File: src/dfm_pkg.sv
// Shared types and constants for the drag flap mode controller.
// Holds the mode codes, the configuration reset values and the structs passed between modules.
package dfm_pkg;

	typedef enum logic [2:0] {
		MODE_CLOSED = 3'd0,
		MODE_OPEN   = 3'd1,
		MODE_HELD   = 3'd2,
		MODE_TOGGLE = 3'd3,
		MODE_AUTO   = 3'd4
	} mode_t;

	localparam int unsigned CFG_IDX_W  = 3;
	localparam int unsigned CFG_DATA_W = 32;

	localparam logic [CFG_IDX_W-1:0] REG_OPEN_LOCKOUT  = 3'd0;
	localparam logic [CFG_IDX_W-1:0] REG_CLOSE_LOCKOUT = 3'd1;
	localparam logic [CFG_IDX_W-1:0] REG_EXIT_BRAKE    = 3'd2;
	localparam logic [CFG_IDX_W-1:0] REG_EXIT_STEER    = 3'd3;
	localparam logic [CFG_IDX_W-1:0] REG_AUTO_SPEED    = 3'd4;
	localparam logic [CFG_IDX_W-1:0] REG_AUTO_THROTTLE = 3'd5;
	localparam logic [CFG_IDX_W-1:0] REG_AUTO_BRAKE    = 3'd6;
	localparam logic [CFG_IDX_W-1:0] REG_AUTO_STEER    = 3'd7;

	localparam logic [31:0] RST_OPEN_LOCKOUT  = 32'd45000;
	localparam logic [31:0] RST_CLOSE_LOCKOUT = 32'd10000;
	localparam logic [9:0]  RST_EXIT_BRAKE    = 10'd200;
	localparam logic [8:0]  RST_EXIT_STEER    = 9'd15;
	localparam logic [7:0]  RST_AUTO_SPEED    = 8'd5;
	localparam logic [9:0]  RST_AUTO_THROTTLE = 10'd750;
	localparam logic [9:0]  RST_AUTO_BRAKE    = 10'd100;
	localparam logic [8:0]  RST_AUTO_STEER    = 9'd15;

	typedef struct packed {
		logic [31:0] open_lockout_us;
		logic [31:0] close_lockout_us;
		logic [9:0]  exit_brake_permille;
		logic [8:0]  exit_steer_deg;
		logic [7:0]  auto_min_speed_mph;
		logic [9:0]  auto_min_throttle_permille;
		logic [9:0]  auto_max_brake_permille;
		logic [8:0]  auto_max_steer_deg;
	} cfg_t;

	typedef struct packed {
		logic [2:0]        mode_select;
		logic              button_pressed;
		logic signed [9:0] steer_angle_deg;
		logic [9:0]        brake_permille;
		logic [9:0]        throttle_permille;
		logic [7:0]        ground_speed_mph;
		logic [31:0]       now_us;
	} item_t;

	typedef struct packed {
		logic flap_open;
		logic open_line;
		logic close_line;
		logic auto_active;
	} res_t;

endpackage

File: src/dfm_cfg_regs.sv
// Configuration register file for the drag flap mode controller.
// Depends on dfm_pkg for the register indexes, reset values and cfg_t.
module dfm_cfg_regs (
	input  logic                            clk,
	input  logic                            arst_n,
	input  logic                            cfg_we,
	input  logic [dfm_pkg::CFG_IDX_W-1:0]   cfg_index,
	input  logic [dfm_pkg::CFG_DATA_W-1:0]  cfg_data,
	output dfm_pkg::cfg_t                   cfg
);
	import dfm_pkg::*;

	cfg_t cfg_q;

	always_ff @(posedge clk or negedge arst_n) begin
		if (!arst_n) begin
			cfg_q.open_lockout_us            <= RST_OPEN_LOCKOUT;
			cfg_q.close_lockout_us           <= RST_CLOSE_LOCKOUT;
			cfg_q.exit_brake_permille        <= RST_EXIT_BRAKE;
			cfg_q.exit_steer_deg             <= RST_EXIT_STEER;
			cfg_q.auto_min_speed_mph         <= RST_AUTO_SPEED;
			cfg_q.auto_min_throttle_permille <= RST_AUTO_THROTTLE;
			cfg_q.auto_max_brake_permille    <= RST_AUTO_BRAKE;
			cfg_q.auto_max_steer_deg         <= RST_AUTO_STEER;
		end else if (cfg_we) begin
			unique case (cfg_index)
				REG_OPEN_LOCKOUT:  cfg_q.open_lockout_us            <= cfg_data;
				REG_CLOSE_LOCKOUT: cfg_q.close_lockout_us           <= cfg_data;
				REG_EXIT_BRAKE:    cfg_q.exit_brake_permille        <= cfg_data[9:0];
				REG_EXIT_STEER:    cfg_q.exit_steer_deg             <= cfg_data[8:0];
				REG_AUTO_SPEED:    cfg_q.auto_min_speed_mph         <= cfg_data[7:0];
				REG_AUTO_THROTTLE: cfg_q.auto_min_throttle_permille <= cfg_data[9:0];
				REG_AUTO_BRAKE:    cfg_q.auto_max_brake_permille    <= cfg_data[9:0];
				REG_AUTO_STEER:    cfg_q.auto_max_steer_deg         <= cfg_data[8:0];
				default: ;
			endcase
		end
	end

	assign cfg = cfg_q;

endmodule

File: src/dfm_decide.sv
// Flap state registers and the per-update mode decision logic.
// Depends on dfm_pkg for mode_t, cfg_t, item_t and res_t.
module dfm_decide (
	input  logic           clk,
	input  logic           arst_n,
	input  logic           step,
	input  dfm_pkg::item_t item,
	input  dfm_pkg::cfg_t  cfg,
	output dfm_pkg::res_t  res
);
	import dfm_pkg::*;

	logic        flap_q;
	logic        lines_q;
	logic        auto_q;
	logic [31:0] mark_q;

	logic        flap_d;
	logic        lines_d;
	logic        auto_d;
	logic [31:0] mark_d;

	mode_t       mode;
	logic [31:0] elapsed;
	logic [9:0]  steer_mag;
	logic        open_ok;
	logic        close_ok;
	logic        flap_t;
	logic        exit_hit;
	logic        auto_ok;

	assign mode      = mode_t'(item.mode_select);
	assign elapsed   = item.now_us - mark_q;
	assign steer_mag = item.steer_angle_deg[9] ? (10'd0 - item.steer_angle_deg)
	                                           : item.steer_angle_deg;
	assign open_ok   = !flap_q && item.button_pressed && (elapsed >= cfg.open_lockout_us);
	assign close_ok  = flap_q && item.button_pressed && (elapsed >= cfg.close_lockout_us);
	assign flap_t    = open_ok ? 1'b1 : (close_ok ? 1'b0 : flap_q);
	assign exit_hit  = (item.brake_permille > cfg.exit_brake_permille)
	                || (steer_mag > {1'b0, cfg.exit_steer_deg});
	assign auto_ok   = (item.ground_speed_mph > cfg.auto_min_speed_mph)
	                && (item.throttle_permille > cfg.auto_min_throttle_permille)
	                && (steer_mag < {1'b0, cfg.auto_max_steer_deg})
	                && (item.brake_permille < cfg.auto_max_brake_permille);

	always_comb begin
		flap_d  = flap_q;
		lines_d = lines_q;
		auto_d  = auto_q;
		mark_d  = mark_q;
		unique case (mode)
			MODE_CLOSED: begin
				flap_d  = 1'b0;
				lines_d = 1'b1;
			end
			MODE_OPEN: begin
				flap_d  = 1'b1;
				lines_d = 1'b1;
			end
			MODE_HELD: begin
				flap_d  = item.button_pressed;
				lines_d = 1'b1;
			end
			MODE_TOGGLE: begin
				if (open_ok || close_ok) begin
					mark_d  = item.now_us;
					lines_d = 1'b1;
				end
				flap_d = flap_t;
				if (flap_t && exit_hit) begin
					flap_d  = 1'b0;
					lines_d = 1'b1;
				end
			end
			MODE_AUTO: begin
				auto_d = auto_ok;
				flap_d = auto_ok;
				if (auto_ok != flap_q) begin
					lines_d = 1'b1;
				end
			end
			default: ;
		endcase
	end

	always_ff @(posedge clk or negedge arst_n) begin
		if (!arst_n) begin
			flap_q  <= 1'b0;
			lines_q <= 1'b0;
			auto_q  <= 1'b1;
			mark_q  <= 32'd0;
		end else if (step) begin
			flap_q  <= flap_d;
			lines_q <= lines_d;
			auto_q  <= auto_d;
			mark_q  <= mark_d;
		end
	end

	assign res.flap_open   = flap_d;
	assign res.open_line   = lines_d && flap_d;
	assign res.close_line  = lines_d && !flap_d;
	assign res.auto_active = auto_d;

	a_close_mode: assert property (@(posedge clk) disable iff (!arst_n)
		step && (item.mode_select == MODE_CLOSED) |=> !flap_q && lines_q)
		else $error("closed mode did not command the flap closed");

	a_idle_hold: assert property (@(posedge clk) disable iff (!arst_n)
		step && (item.mode_select == 3'd5 || item.mode_select == 3'd6
		|| item.mode_select == 3'd7)
		|=> $stable(flap_q) && $stable(lines_q) && $stable(auto_q) && $stable(mark_q))
		else $error("idle mode changed the controller state");

	a_mark_toggle_only: assert property (@(posedge clk) disable iff (!arst_n)
		!(step && item.mode_select == MODE_TOGGLE) |=> $stable(mark_q))
		else $error("toggle time mark moved outside toggle mode");

	a_lines_sticky: assert property (@(posedge clk) disable iff (!arst_n)
		lines_q |=> lines_q)
		else $error("drive lines dropped after being driven");

endmodule

File: src/drag_flap_mode_controller.sv
// Top level of the drag flap mode controller: stream ports, input and result registers.
// Depends on dfm_pkg, dfm_cfg_regs and dfm_decide.
//
// Usage: each transfer on the s_ channel is one control update. s_tuser[2:0] carries the
// mode select and s_tdata the sensor fields and the microsecond time. Every update gives
// exactly one result transfer on the m_ channel with the commanded flap state, the two
// actuator drive levels and the auto status.
// An input transfer is captured in the input register; the decision logic then updates the
// flap state and loads the result register, which drives m_tvalid. Throughput is one update
// per cycle while m_tready is not held low; the flap state is rewritten in the same cycle
// that the decision is made, so consecutive updates follow with no gap.
// When the receiver holds m_tready low, the result register keeps its transfer, one more
// update waits in the input register, and s_tready then falls until the result is taken.
// Reset clears both pipeline stages, sets the flap closed with both drive lines low and the
// auto flag set, zeroes the toggle time mark and loads the default configuration.
// The cfg_ port writes a register when cfg_we is high; the user must use it only while no
// update is in flight, as the block itself does not enforce this.
module drag_flap_mode_controller (
	input  logic                            clk,
	input  logic                            arst_n,
	input  logic                            s_tvalid,
	output logic                            s_tready,
	// [0] button_pressed, [10:1] steer_angle_deg, [20:11] brake_permille,
	// [30:21] throttle_permille, [38:31] ground_speed_mph, [70:39] now_us, [71] zero
	input  logic [71:0]                     s_tdata,
	// [2:0] mode_select
	input  logic [2:0]                      s_tuser,
	output logic                            m_tvalid,
	input  logic                            m_tready,
	// [0] flap_open, [1] open_line, [2] close_line, [3] auto_active, [7:4] zero
	output logic [7:0]                      m_tdata,
	input  logic                            cfg_we,
	input  logic [dfm_pkg::CFG_IDX_W-1:0]   cfg_index,
	input  logic [dfm_pkg::CFG_DATA_W-1:0]  cfg_data
);
	import dfm_pkg::*;

	cfg_t  cfg;
	item_t item_s1;
	logic  valid_s1;
	res_t  res;
	res_t  res_s2;
	logic  valid_s2;
	logic  advance;
	logic  step;
	logic  take;

	assign advance  = !valid_s2 || m_tready;
	assign s_tready = !valid_s1 || advance;
	assign step     = valid_s1 && advance;
	assign take     = s_tvalid && s_tready;

	dfm_cfg_regs u_cfg (
		.clk       (clk),
		.arst_n    (arst_n),
		.cfg_we    (cfg_we),
		.cfg_index (cfg_index),
		.cfg_data  (cfg_data),
		.cfg       (cfg)
	);

	dfm_decide u_decide (
		.clk    (clk),
		.arst_n (arst_n),
		.step   (step),
		.item   (item_s1),
		.cfg    (cfg),
		.res    (res)
	);

	always_ff @(posedge clk or negedge arst_n) begin
		if (!arst_n) begin
			valid_s1 <= 1'b0;
			valid_s2 <= 1'b0;
		end else begin
			if (take) begin
				valid_s1 <= 1'b1;
			end else if (step) begin
				valid_s1 <= 1'b0;
			end
			if (advance) begin
				valid_s2 <= valid_s1;
			end
		end
	end

	always_ff @(posedge clk) begin
		if (take) begin
			item_s1.mode_select       <= s_tuser;
			item_s1.button_pressed    <= s_tdata[0];
			item_s1.steer_angle_deg   <= s_tdata[10:1];
			item_s1.brake_permille    <= s_tdata[20:11];
			item_s1.throttle_permille <= s_tdata[30:21];
			item_s1.ground_speed_mph  <= s_tdata[38:31];
			item_s1.now_us            <= s_tdata[70:39];
		end
		if (step) begin
			res_s2 <= res;
		end
	end

	assign m_tvalid = valid_s2;
	assign m_tdata  = {4'd0, res_s2.auto_active, res_s2.close_line,
	                   res_s2.open_line, res_s2.flap_open};

	a_hold_on_stall: assert property (@(posedge clk) disable iff (!arst_n)
		valid_s2 && !m_tready |=> valid_s2 && $stable(res_s2))
		else $error("stalled result changed");

	a_lines_exclusive: assert property (@(posedge clk) disable iff (!arst_n)
		valid_s2 |-> !(res_s2.open_line && res_s2.close_line))
		else $error("both drive lines high");

	a_no_drop: assert property (@(posedge clk) disable iff (!arst_n)
		valid_s1 && !advance |=> valid_s1)
		else $error("pending update lost during stall");

endmodule

File: config.mk
export PLATFORM = sky130hd
export DESIGN_NAME = drag_flap_mode_controller
export DESIGN_NICKNAME = d
export VERILOG_FILES = /design/src/dfm_pkg.sv /design/src/dfm_cfg_regs.sv /design/src/dfm_decide.sv /design/src/drag_flap_mode_controller.sv
export SDC_FILE = /design/constraint.sdc
export NUM_CORES = 1
export LEC_CHECK = 0
export ABC_AREA = 0
export BUFFER_PORTS_ARGS = -buffer_cell sky130_fd_sc_hd__clkbuf_2
export CAP_MARGIN = 0
export CORE_ASPECT_RATIO = 0.7
export CORE_MARGIN = 3
export CORE_UTILIZATION = 45
export DETAILED_ROUTE_END_ITERATION = 6
export PLACE_DENSITY = 0.72
export SETUP_SLACK_MARGIN = 0.05
export SYNTH_ARGS = -nofsm -noshare
export SYNTH_HDL_FRONTEND = slang
export SYNTH_SLANG_ARGS = --single-unit
File: constraint.sdc
create_clock -name clk -period 14.3 [get_ports clk]
set_input_delay 0.715 -clock clk [delete_from_list [all_inputs] [get_ports clk]]
set_output_delay 0.715 -clock clk [all_outputs]
set_load 0.1 [all_outputs]
==> impl_metrics.json, run 1 <==
{
  "wl_per_cell_um": 16.47,
  "ctsResizeCount": 0,
  "outcome": "finished, final reports clean",
  "pin_count": 125,
  "holdBufCountCts": 0,
  "switching_share_pct": 35.94,
  "grt_use_total_pct": 18.59,
  "ff2ff_path_depth": 20,
  "cp_data_arrival_time_ps": 6580,
  "fin_crit_sh_pct": 43.21,
  "crit_path_end": "u_decide.mark_q[1]$_DFFE_PN0P_",
  "grt_first_pass_wirelength_um": 46910,
  "start_util_pct": 46.36,
  "cellLeakagePower_nw": 6.719,
  "cts.sinks": 235,
  "insertion_delay_ps": 530,
  "post-route-drc-count": 0,
  "dieArea_sq_um": 31100,
  "top_layer_used": "met4",
  "htreeDepth": 1,
  "cts_tree": "yes",
  "clkSlewWorstSetupHoldPaths_ps": 60,
  "synth_seq_cells": 235,
  "drt_iter0_drc": 520,
  "drt-total-wl_um": 28930,
  "path_depth": 20,
  "startpoint": "item_s1[0]$_DFFE_PP_",
  "hold-worst-slack_ps": 301.6,
  "postCtsSetupRepairBufs": 0,
  "wl_met3_um": 1385,
  "synth.avg_cell_area_sq_um": 10.55,
  "seq_area_frac_synth_pct": 48.43,
  "r2r_slack_ps": 8120,
  "syn_area_sq_um": 13050,
  "fin_nets": 1630,
  "area_growth_syn_to_layout_pct": 14.45,
  "cts-root-buf": "clkbuf_16",
  "core-area_sq_um": 28140,
  "final.min_clock_period_ps": 6179,
  "max_freq_mhz": 161.8,
  "hold_viol": 0,
  "power_per_cell_area_nw_per_um2": 181.1,
  "io_buffers": 119,
  "combPwrFrac_pct": 41.2,
  "rows": 51,
  "vias": 9258,
  "seq_power_share_pct": 33.2,
  "die_y_um": 148.5,
  "post_route_cells_drive_above_1_share_pct": 18.50,
  "grt_remaining_overflow": 0,
  "fp.dieW_um": 209.5,
  "critPathCaptureType": "flip-flop",
  "path_buf_inv": 3,
  "p_sw_w": 0.0009717,
  "ys_warn_count": 0,
  "dpl.hpwl_um": 21440,
  "cp_top_family": "compound AO/OA/AOI/OAI gates",
  "cts.path.max_buffers": 3,
  "synth-edff-count": 78,
  "max_slew_margin_pct": 26.35,
  "setup_viol": 0,
  "cp-start-kind": "flip-flop",
  "fin_skew_ps": 17.36,
  "drt-vias-per-instance": 5.272,
  "crit_chain": "inv_1, ha_1, inv_1, fa_1, a21oi_1, o21ai_0, a211oi_1, or3_1, nand2_1, a211oi_1, o311ai_0, ha_1, nand4_1, or4_1, nor4_1, a21oi_1, nor2b_1, nor3_4, buf_4, mux2_2",
  "gp_congestion": 0.8388,
  "synth.distinct_cells": 65,
  "worst-setup-path-type": "flip-flop to flip-flop",
  "worst_pin_slew_ps": 1105,
  "slowest_stage": "a211oi_1",
  "reg2reg_from": "item_s1[0]$_DFFE_PP_",
  "hp-class": "input port to asynchronous set/reset pin",
  "intPower_w": 0.001732,
  "required_ps": 14700,
  "synthArstFlopShare_pct": 66.81,
  "grt_max_degree": 97,
  "grt_antenna_before_repair": 1,
  "ir_drop_uv": 101.3,
  "wl_met1_um": 14150,
  "dr_wl_met2_um": 12620,
  "maxCapViolCount": 0,
  "drtPass1Iterations": 5,
  "p_clk_share_pct": 25.7,
  "crit_path_max_incr_delay_ps": 560,
  "tns_ps": 0,
  "r2r-end": "u_decide.mark_q[1]$_DFFE_PN0P_",
  "yosys_most_used_dff": "dfrtp_1",
  "path_max_fanout": 32,
  "rsz0062_at_grt": "false",
  "cts_buffers": 26,
  "syn_inst": 1237,
  "drtAntennaViolNets": 0,
  "grt_pass1_vias": 9073,
  "maxSlewViolCount": 0
}
==> area by class of cell <==
class,instances,area [sq um]
Clock buffer,34,711.9
Antenna cell,1,2.502
Fill cell,2490,13210
Sequential cell,235,6319
Inverter,165,619.3
Timing Repair Buffer,125,646.9
Clock inverter,14,171.4
Multi-Input combinational cell,811,5997
Tap cell,371,464.2
==> worst register-to-register path, stage by stage, from the launching register on <==
cell,delay (ps)
edfxtp_1,380
inv_1,70
ha_1,160
inv_1,50
fa_1,400
a21oi_1,180
o21ai_0,150
a211oi_1,490
or3_1,260
nand2_1,170
a211oi_1,560
o311ai_0,430
ha_1,430
nand4_1,110
or4_1,560
nor4_1,390
a21oi_1,170
nor2b_1,180
nor3_4,100
buf_4,410
mux2_2,430
==> sequential cells by signal (all words and copies together), names as in the netlist <==
signal	count
item_s1	74
m_tdata	4
m_tvalid	1
u_cfg.cfg	120
u_decide.auto_q	1
u_decide.flap_q	1
u_decide.lines_q	1
u_decide.mark_q	32
valid_s1	1
==> synth_stat cells (all sizes together), types with 6 or more instances <==
| master | number | area, sq um |
|---|---|---|
| xnor2 | 26 | 227.7 |
| edfxtp | 78 | 2342 |
| nand3 | 21 | 105.1 |
| nand2 | 137 | 514.2 |
| dfrtp | 119 | 2978 |
| nand2b | 10 | 62.56 |
| xor2 | 6 | 52.55 |
| a21o | 10 | 75.07 |
| o21a | 8 | 60.06 |
| o21ai | 115 | 575.6 |
| nor3 | 13 | 76.33 |
| clkbuf | 22 | 82.58 |
| ha | 150 | 1877 |
| buf | 7 | 52.55 |
| nor2b | 16 | 100.1 |
| a211oi | 15 | 112.6 |
| o31ai | 6 | 45.04 |
| a31oi | 9 | 56.30 |
| o21bai | 6 | 45.04 |
| nand4 | 16 | 100.1 |
| dfstp | 38 | 998.5 |
| inv | 165 | 619.3 |
| a21oi | 56 | 280.3 |
| nor2 | 35 | 131.4 |
| mux2 | 74 | 833.3 |
==> stage by stage <==
stage	util, %	cell area, sq um	std cells	power, W	worst slack (ps)
after floorplan	-	13060	1240	0.001722	9622
after global placement	49.91	14050	1707	0.001959	8322
after detailed placement	49.91	14050	1707	0.002013	8170
after CTS	53.05	14930	1755	0.002724	8150
after global routing	53.06	14930	1756	0.002932	7810
final	53.06	14930	1756	0.002704	8121
==> placed cells by master (no fill, tap or decap), types with 35 or more instances in the layout <==
master	instances
dfrtp_1	119
inv_1	165
o21ai_0	114
nor2_1	35
dfstp_2	38
a21oi_1	56
edfxtp_1	78
mux2_2	44
clkbuf_2	118
nand2_1	137
ha_1	150
==> kinds of logic (layout without fill, tap and decap cells) <==
logic type	after synthesis	after routing	synth area share (%)
muxes	74	74	6.387
other	1	5	0.02874
and+or+nand+nor	287	287	10.56
AOI/OAI and AO/OA	263	263	12.12
adders and majority gates	151	151	14.54
buffers and inverters	194	338	5.783
DFF	235	235	48.43
xor gates and xnor gates	32	32	2.148
==> layer usage <==
metal | vias to the layer above | GRT usage, %
li1 | 4609 | -
met3 | 46 | 2.720
met4 | 0 | 4.851
met1 | 4409 | 27.69
met5 | - | 0
met2 | 194 | 28.61
==> power groups by stage <==
stage / Clock [W] / Combinational, W / Sequential, W
after floorplan: 0 / 0.000817 / 0.000905
after global placement: 0 / 0.00106 / 0.000903
after CTS: 0.000711 / 0.00111 / 0.000898
final: 0.000694 / 0.00111 / 0.000897
after global routing: 0.000738 / 0.00128 / 0.000912
after detailed placement: 0 / 0.00110 / 0.000909
==> worst min path at each step <==
stage / endpoint / slack (ps) / cells past startpoint
detailed placement: u_decide.lines_q$_DFFE_PN0P_ / 460 / 1
CTS: u_decide.mark_q[13]$_DFFE_PN0P_ / 320 / 1
finish: u_decide.mark_q[13]$_DFFE_PN0P_ / 300 / 1
global route: u_decide.mark_q[13]$_DFFE_PN0P_ / 320 / 1
global placement: u_decide.lines_q$_DFFE_PN0P_ / 450 / 1
floorplan: m_tvalid$_DFFE_PN0P_ / 420 / 0
Note: power is estimated with default switching activity, not from simulation.
==> run 2, diff against run 1 <==
==> constraint.sdc (replaced) <==
create_clock -name clk -period 6.17 [get_ports clk]
set_input_delay 0.3085 -clock clk [delete_from_list [all_inputs] [get_ports clk]]
set_output_delay 0.3085 -clock clk [all_outputs]
set_load 0.1 [all_outputs]
==> run 2 against run 1 <==
  * Sequential share of layout area shrank 2.2 points
  * Critical path type unchanged
  * Register-to-register slack got worse by 7500 ps
  * Critical endpoint is now u_decide.mark_q[0]$_DFFE_PN0P_
  * Clock power increased by 120%
  * Largest power group unchanged
  * Critical path depth unchanged
  * Die area did not move
  * Global-route usage is 0.44 points higher
==> impl_metrics.json, run 2 (synthesis results as in run 1) <==
{
  "rsz0062_at_grt": "false",
  "maxSlewViolCount": 0,
  "tns_ps": 0,
  "post-route-drc-count": 0,
  "cts.path.max_buffers": 3,
  "drtPass1Iterations": 5,
  "wl_met3_um": 1308,
  "grt_pass1_vias": 9191,
  "post_route_cells_drive_above_1_share_pct": 17.74,
  "worst-setup-path-type": "flip-flop to flip-flop",
  "pin_count": 125,
  "dpl.hpwl_um": 21370,
  "cts_tree": "yes",
  "ir_drop_uv": 228.9,
  "critPathCaptureType": "flip-flop",
  "start_util_pct": 46.36,
  "io_buffers": 119,
  "htreeDepth": 1,
  "power_per_cell_area_nw_per_um2": 397.9,
  "setup_viol": 0,
  "drt-vias-per-instance": 5.221,
  "die_y_um": 148.5,
  "max_freq_mhz": 179.4,
  "ff2ff_path_depth": 20,
  "final_cell_mix": "inv_1 (165), ha_1 (150), nand2_1 (137), dfrtp_1 (119), clkbuf_2 (118)",
  "slowest_stage": "or4_1",
  "vias": 9597,
  "cts_buffers": 25,
  "cp-start-kind": "flip-flop",
  "cts-root-buf": "clkbuf_16",
  "worst_pin_slew_ps": 1102,
  "final.min_clock_period_ps": 5573,
  "crit_path_max_incr_delay_ps": 550,
  "fp.dieW_um": 209.5,
  "drtAntennaViolNets": 0,
  "top_layer_used": "met4",
  "dr_wl_met2_um": 13090,
  "cp_data_arrival_time_ps": 5990,
  "max_slew_margin_pct": 26.50,
  "crit_chain": "inv_1, ha_1, inv_1, fa_1, a21oi_1, o21ai_0, a211oi_1, or3_1, nand2_1, a211oi_1, o311ai_0, ha_1, nand4_1, or4_1, nor4_1, a21oi_1, nor2b_1, nor3_4, buf_12, mux2_2",
  "fin_nets": 1713,
  "wl_per_cell_um": 16.16,
  "core-area_sq_um": 28140,
  "grt_antenna_before_repair": 1,
  "r2r_slack_ps": 600,
  "wl_met1_um": 14790,
  "grt_use_total_pct": 19.03,
  "rows": 51,
  "largest_reg_flops": 120,
  "layout_commonest_cell": "inv_1",
  "clkSlewWorstSetupHoldPaths_ps": 60,
  "path_max_fanout": 32,
  "fin_skew_ps": 18.01,
  "outcome": "finished, final reports clean",
  "maxCapViolCount": 0,
  "drt-total-wl_um": 29700,
  "gp_congestion": 0.8486,
  "required_ps": 6590,
  "insertion_delay_ps": 540,
  "placed_cell_area_sq_um": 14060,
  "hold_viol": 0,
  "hp-class": "input port to flip-flop",
  "grt_first_pass_wirelength_um": 47930,
  "dieArea_sq_um": 31100,
  "drt_iter0_drc": 538,
  "fin_crit_sh_pct": 90.32,
  "cellLeakagePower_nw": 7.067,
  "worstHoldPathCells": 3,
  "grt_max_degree": 107,
  "area_growth_syn_to_layout_pct": 20.62,
  "grt_remaining_overflow": 0,
  "cts.sinks": 235,
  "final_cell_area_sq_um": 15740,
  "ctsResizeCount": 0
}
run 2: changes by cell type in the layout (fill, tap and decap cells not counted), sizes merged:
cell         change
bufinv           -2
dlygate4sd3     +84
inv              +4
clkinvlp         -2
clkbuf           -2
run 2: worst max-delay path, delay by kind of cell, from the launching register on:
kind | cells | cell delay, ps
adder cells (fa/ha/maj) | 3 | 930
buffers and inverters | 3 | 360
AO/OA/AOI/OAI | 6 | 1700
AND/OR/NAND/NOR | 7 | 1700
multiplexers | 1 | 360
flip-flops | 1 | 370
run 2: layout make-up:
| type | instances | area, sq um |
|---|---|---|
| inverters | 165 | 619.3 |
| repair buffers | 209 | 1500 |
| fillers | 2353 | 12400 |
| well taps | 371 | 464.2 |
| multi-input cells | 811 | 5997 |
| flip-flops and latches | 235 | 6319 |
| clock buffers | 32 | 691.9 |
| diodes | 1 | 2.502 |
| clock inverters | 14 | 142.6 |
run 2: worst paths after layout:
kind / startpoint / to
max in group asynchronous: arst_n / u_cfg.cfg[48]$_DFFE_PN0P_
max: item_s1[0]$_DFFE_PP_ / u_decide.mark_q[0]$_DFFE_PN0P_
max reg2reg: item_s1[0]$_DFFE_PP_ / u_decide.mark_q[0]$_DFFE_PN0P_
min: cfg_data[25] / u_cfg.cfg[81]$_DFFE_PN0P_
min reg2reg: u_decide.lines_q$_DFFE_PN0P_ / u_decide.lines_q$_DFFE_PN0P_
min in group asynchronous: arst_n / u_decide.mark_q[13]$_DFFE_PN0P_
run 2: repair_timing:
item                                   CTS  global route
setup buffers                            0             0
hold buffers                            84             0
endpoints found under the hold margin  174             0
run 2: per-layer routing:
| layer | GRT usage (%) | vias to the layer above |
|---|---|---|
| li1 | - | 4767 |
| met1 | 28.53 | 4583 |
| met2 | 29.60 | 207 |
| met3 | 2.425 | 40 |
| met4 | 4.450 | 0 |
| met5 | 0 | - |
run 2: power by group:
part	total (W)	internal (W)	switching, W
combinational	0.00266	0.00112	0.00153
sequential	0.00208	0.00195	0.000124
clock	0.00153	0.000885	0.000640
run 2: per-stage QoR:
stage | utilization, % | worst slack (ps) | std cells | hold WS (ps) | power (W)
after floorplan | - | 1492 | 1240 | 12.91 | 0.003990
after global placement | 49.96 | 745.5 | 1707 | 448.8 | 0.004544
after detailed placement | 49.96 | 635.2 | 1707 | 454.9 | 0.004677
after CTS | 55.91 | 607.5 | 1837 | 3.567 | 0.006281
after global routing | 55.92 | 162.8 | 1838 | 8.187 | 0.006785
final | 55.92 | 597.2 | 1838 | 17.08 | 0.006261
==> run 3, diff against run 2 <==
--- a/config.mk
+++ b/config.mk
@@ -8,7 +8,7 @@
 export ABC_AREA = 0
 export BUFFER_PORTS_ARGS = -buffer_cell sky130_fd_sc_hd__clkbuf_2
 export CAP_MARGIN = 0
-export CORE_ASPECT_RATIO = 0.7
+export CORE_ASPECT_RATIO = 1.75
 export CORE_MARGIN = 3
 export CORE_UTILIZATION = 45
 export DETAILED_ROUTE_END_ITERATION = 6
==> constraint.sdc (replaced) <==
create_clock -name clk -period 6.5 [get_ports clk]
set_input_delay 0 -clock clk [delete_from_list [all_inputs] [get_ports clk]]
set_output_delay 0 -clock clk [all_outputs]
set_load 0.1 [all_outputs]
==> run 3 against run 2 <==
  * Sequential share of layout area shrank 0.63 points
  * Critical path type unchanged
  * Flip-flop and latch count is the same
  * Final cell count grew 1.4%
  * Worst setup slack gained 140 ps
  * Clock skew shrank 6.3 ps
  * Combinational power shrank 5%
  * Routed wire length grew 3.8%
  * Worst hold slack gained 42 ps
==> impl_metrics.json, run 3 (synthesis results as in run 1) <==
{
  "layout_commonest_cell": "inv_1",
  "worst_pin_slew_ps": 1095,
  "pin_count": 125,
  "worst-setup-path-type": "flip-flop to flip-flop",
  "core-area_sq_um": 28280,
  "p_clk_share_pct": 24.2,
  "required_ps": 6900,
  "cp-start-kind": "flip-flop",
  "p_sw_w": 0.002149,
  "vias": 9792,
  "postCtsSetupRepairBufs": 0,
  "drt_iter0_drc": 399,
  "final.min_clock_period_ps": 5765,
  "gp_congestion": 0.8695,
  "diodes": 0,
  "post_route_cells_drive_above_1_share_pct": 17.10,
  "drt-total-wl_um": 30820,
  "cts.sinks": 235,
  "cts_tree": "yes",
  "final_cell_mix": "inv_1 (165), ha_1 (150), nand2_1 (137), dfrtp_1 (119), clkbuf_2 (118)",
  "fp.dieW_um": 134.7,
  "start_util_pct": 46.14,
  "dieArea_sq_um": 31150,
  "ir_drop_uv": 265.2,
  "grt_use_total_pct": 20.26,
  "grt_first_pass_wirelength_um": 50590,
  "hold_viol": 0,
  "drtPass1Iterations": 5,
  "grt_max_degree": 81,
  "drtAntennaViolNets": 0,
  "maxSlewViolCount": 0,
  "io_buffers": 119,
  "post-route-drc-count": 0,
  "setup_viol": 0,
  "wl_per_cell_um": 16.53,
  "final_cells": 1864,
  "max_slew_margin_pct": 27.01,
  "insertion_delay_ps": 530,
  "switching_share_pct": 36.22,
  "tns_ps": 0,
  "fin_nets": 1739,
  "power_per_cell_area_nw_per_um2": 371.1,
  "cts-root-buf": "clkbuf_16",
  "cp_data_arrival_time_ps": 6170,
  "intPower_w": 0.003784,
  "area_growth_syn_to_layout_pct": 22.53,
  "cellLeakagePower_nw": 7.156,
  "rows": 81,
  "largest_reg_flops": 120,
  "die_y_um": 231.2,
  "cts_buffers": 24,
  "rsz0062_at_grt": "false",
  "combPwrFrac_pct": 42.5,
  "seq_power_share_pct": 33.3,
  "grt_remaining_overflow": 0,
  "clkSlewWorstSetupHoldPaths_ps": 60,
  "htreeDepth": 1,
  "fin_skew_ps": 11.74,
  "placed_cell_area_sq_um": 14060,
  "final_cell_area_sq_um": 15990,
  "drt-vias-per-instance": 5.253,
  "grt_pass1_vias": 10380,
  "dpl.hpwl_um": 22030,
  "maxCapViolCount": 0,
  "hp-class": "input port to flip-flop",
  "critPathCaptureType": "flip-flop",
  "path_max_fanout": 25,
  "max_freq_mhz": 173.4,
  "grt_antenna_before_repair": 0,
  "place_inst": 1710,
  "outcome": "finished, final reports clean",
  "cts.path.max_buffers": 3,
  "fin_crit_sh_pct": 88.70
}
## run 3: cell types whose count changed in the layout (fill, tap and decap cells not counted), sizes merged
cell         before  now
inv             169  165
buf               7    8
dlygate4sd3      84  110
clkbuf          150  155
bufinv            2    1
clkinvlp          0    2
diode             1    0
clkinv            8    4
## run 3: worst paths after layout
kind	startpoint	to	slack, ps	cells after the start
setup / recovery	item_s1[0]$_DFFE_PP_	u_decide.mark_q[24]$_DFFE_PN0P_	730	20
hold / removal	cfg_index[1]	u_cfg.cfg[31]$_DFFE_PN1P_	60	5
setup reg to reg	item_s1[0]$_DFFE_PP_	u_decide.mark_q[24]$_DFFE_PN0P_	730	20
hold reg to reg	u_decide.mark_q[15]$_DFFE_PN0P_	u_decide.mark_q[15]$_DFFE_PN0P_	480	1
max in group asynchronous	arst_n	u_cfg.cfg[42]$_DFFE_PN0P_	4920	3
min in group asynchronous	arst_n	u_decide.mark_q[15]$_DFFE_PN0P_	80	2
## run 3: critical path, cell delays in order, from the launching register on
cell and delay, ps:
edfxtp_1 380, inv_1 70, ha_1 160, inv_1 60, fa_1 410, a21oi_1 190, o21ai_0 160, a211oi_1 440
or3_1 250, nand2_1 170, a211oi_1 460, o311ai_0 340, ha_1 390, nand4_1 90, or4_1 540, nor4_1 320
a21oi_1 150, nor2b_1 180, nor3_4 130, buf_4 370, mux2_1 370
## run 3: what timing repair did
item,in CTS,in global routing
hold buffers,110,0
resized for setup,0,0
hold endpoints to repair,273,0
## run 3: through the flow
step	setup WS, ps	total power, W	utilization, %	hold WS [ps]
floorplan	1822	0.003787	-	-295.6
finish	734.6	0.005933	56.53	59.00
global route	314.0	0.006416	56.53	83.68
CTS	797.4	0.005976	56.53	33.34
detailed placement	836.0	0.004450	49.71	92.29
global placement	980.5	0.004348	49.71	85.10
## run 3: cell type report
cell class / count / area, sq um
fillers: 2363 / 12290
flip-flops and latches: 235 / 6319
multi-input cells: 811 / 5997
repair buffers: 236 / 1755
clock buffers: 37 / 764.5
inverters: 165 / 619.3
well taps: 373 / 466.7
clock inverters: 7 / 63.81
## run 3: power groups by stage
stage	Sequential, W	Combinational [W]	Clock (W)
after CTS	0.00198	0.00253	0.00147
after floorplan	0.00199	0.00180	0
after detailed placement	0.00200	0.00245	0
after global routing	0.00201	0.00287	0.00154
after global placement	0.00199	0.00236	0
final	0.00197	0.00252	0.00144
## run 3: per-layer routing
layer / part of all wire, % / GRT usage [%]
met3: 4.0 / 2.368
met1: 36 / 21.06
met4: 3.4 / 7.866
met2: 56 / 40.32
met5: 0 / 0
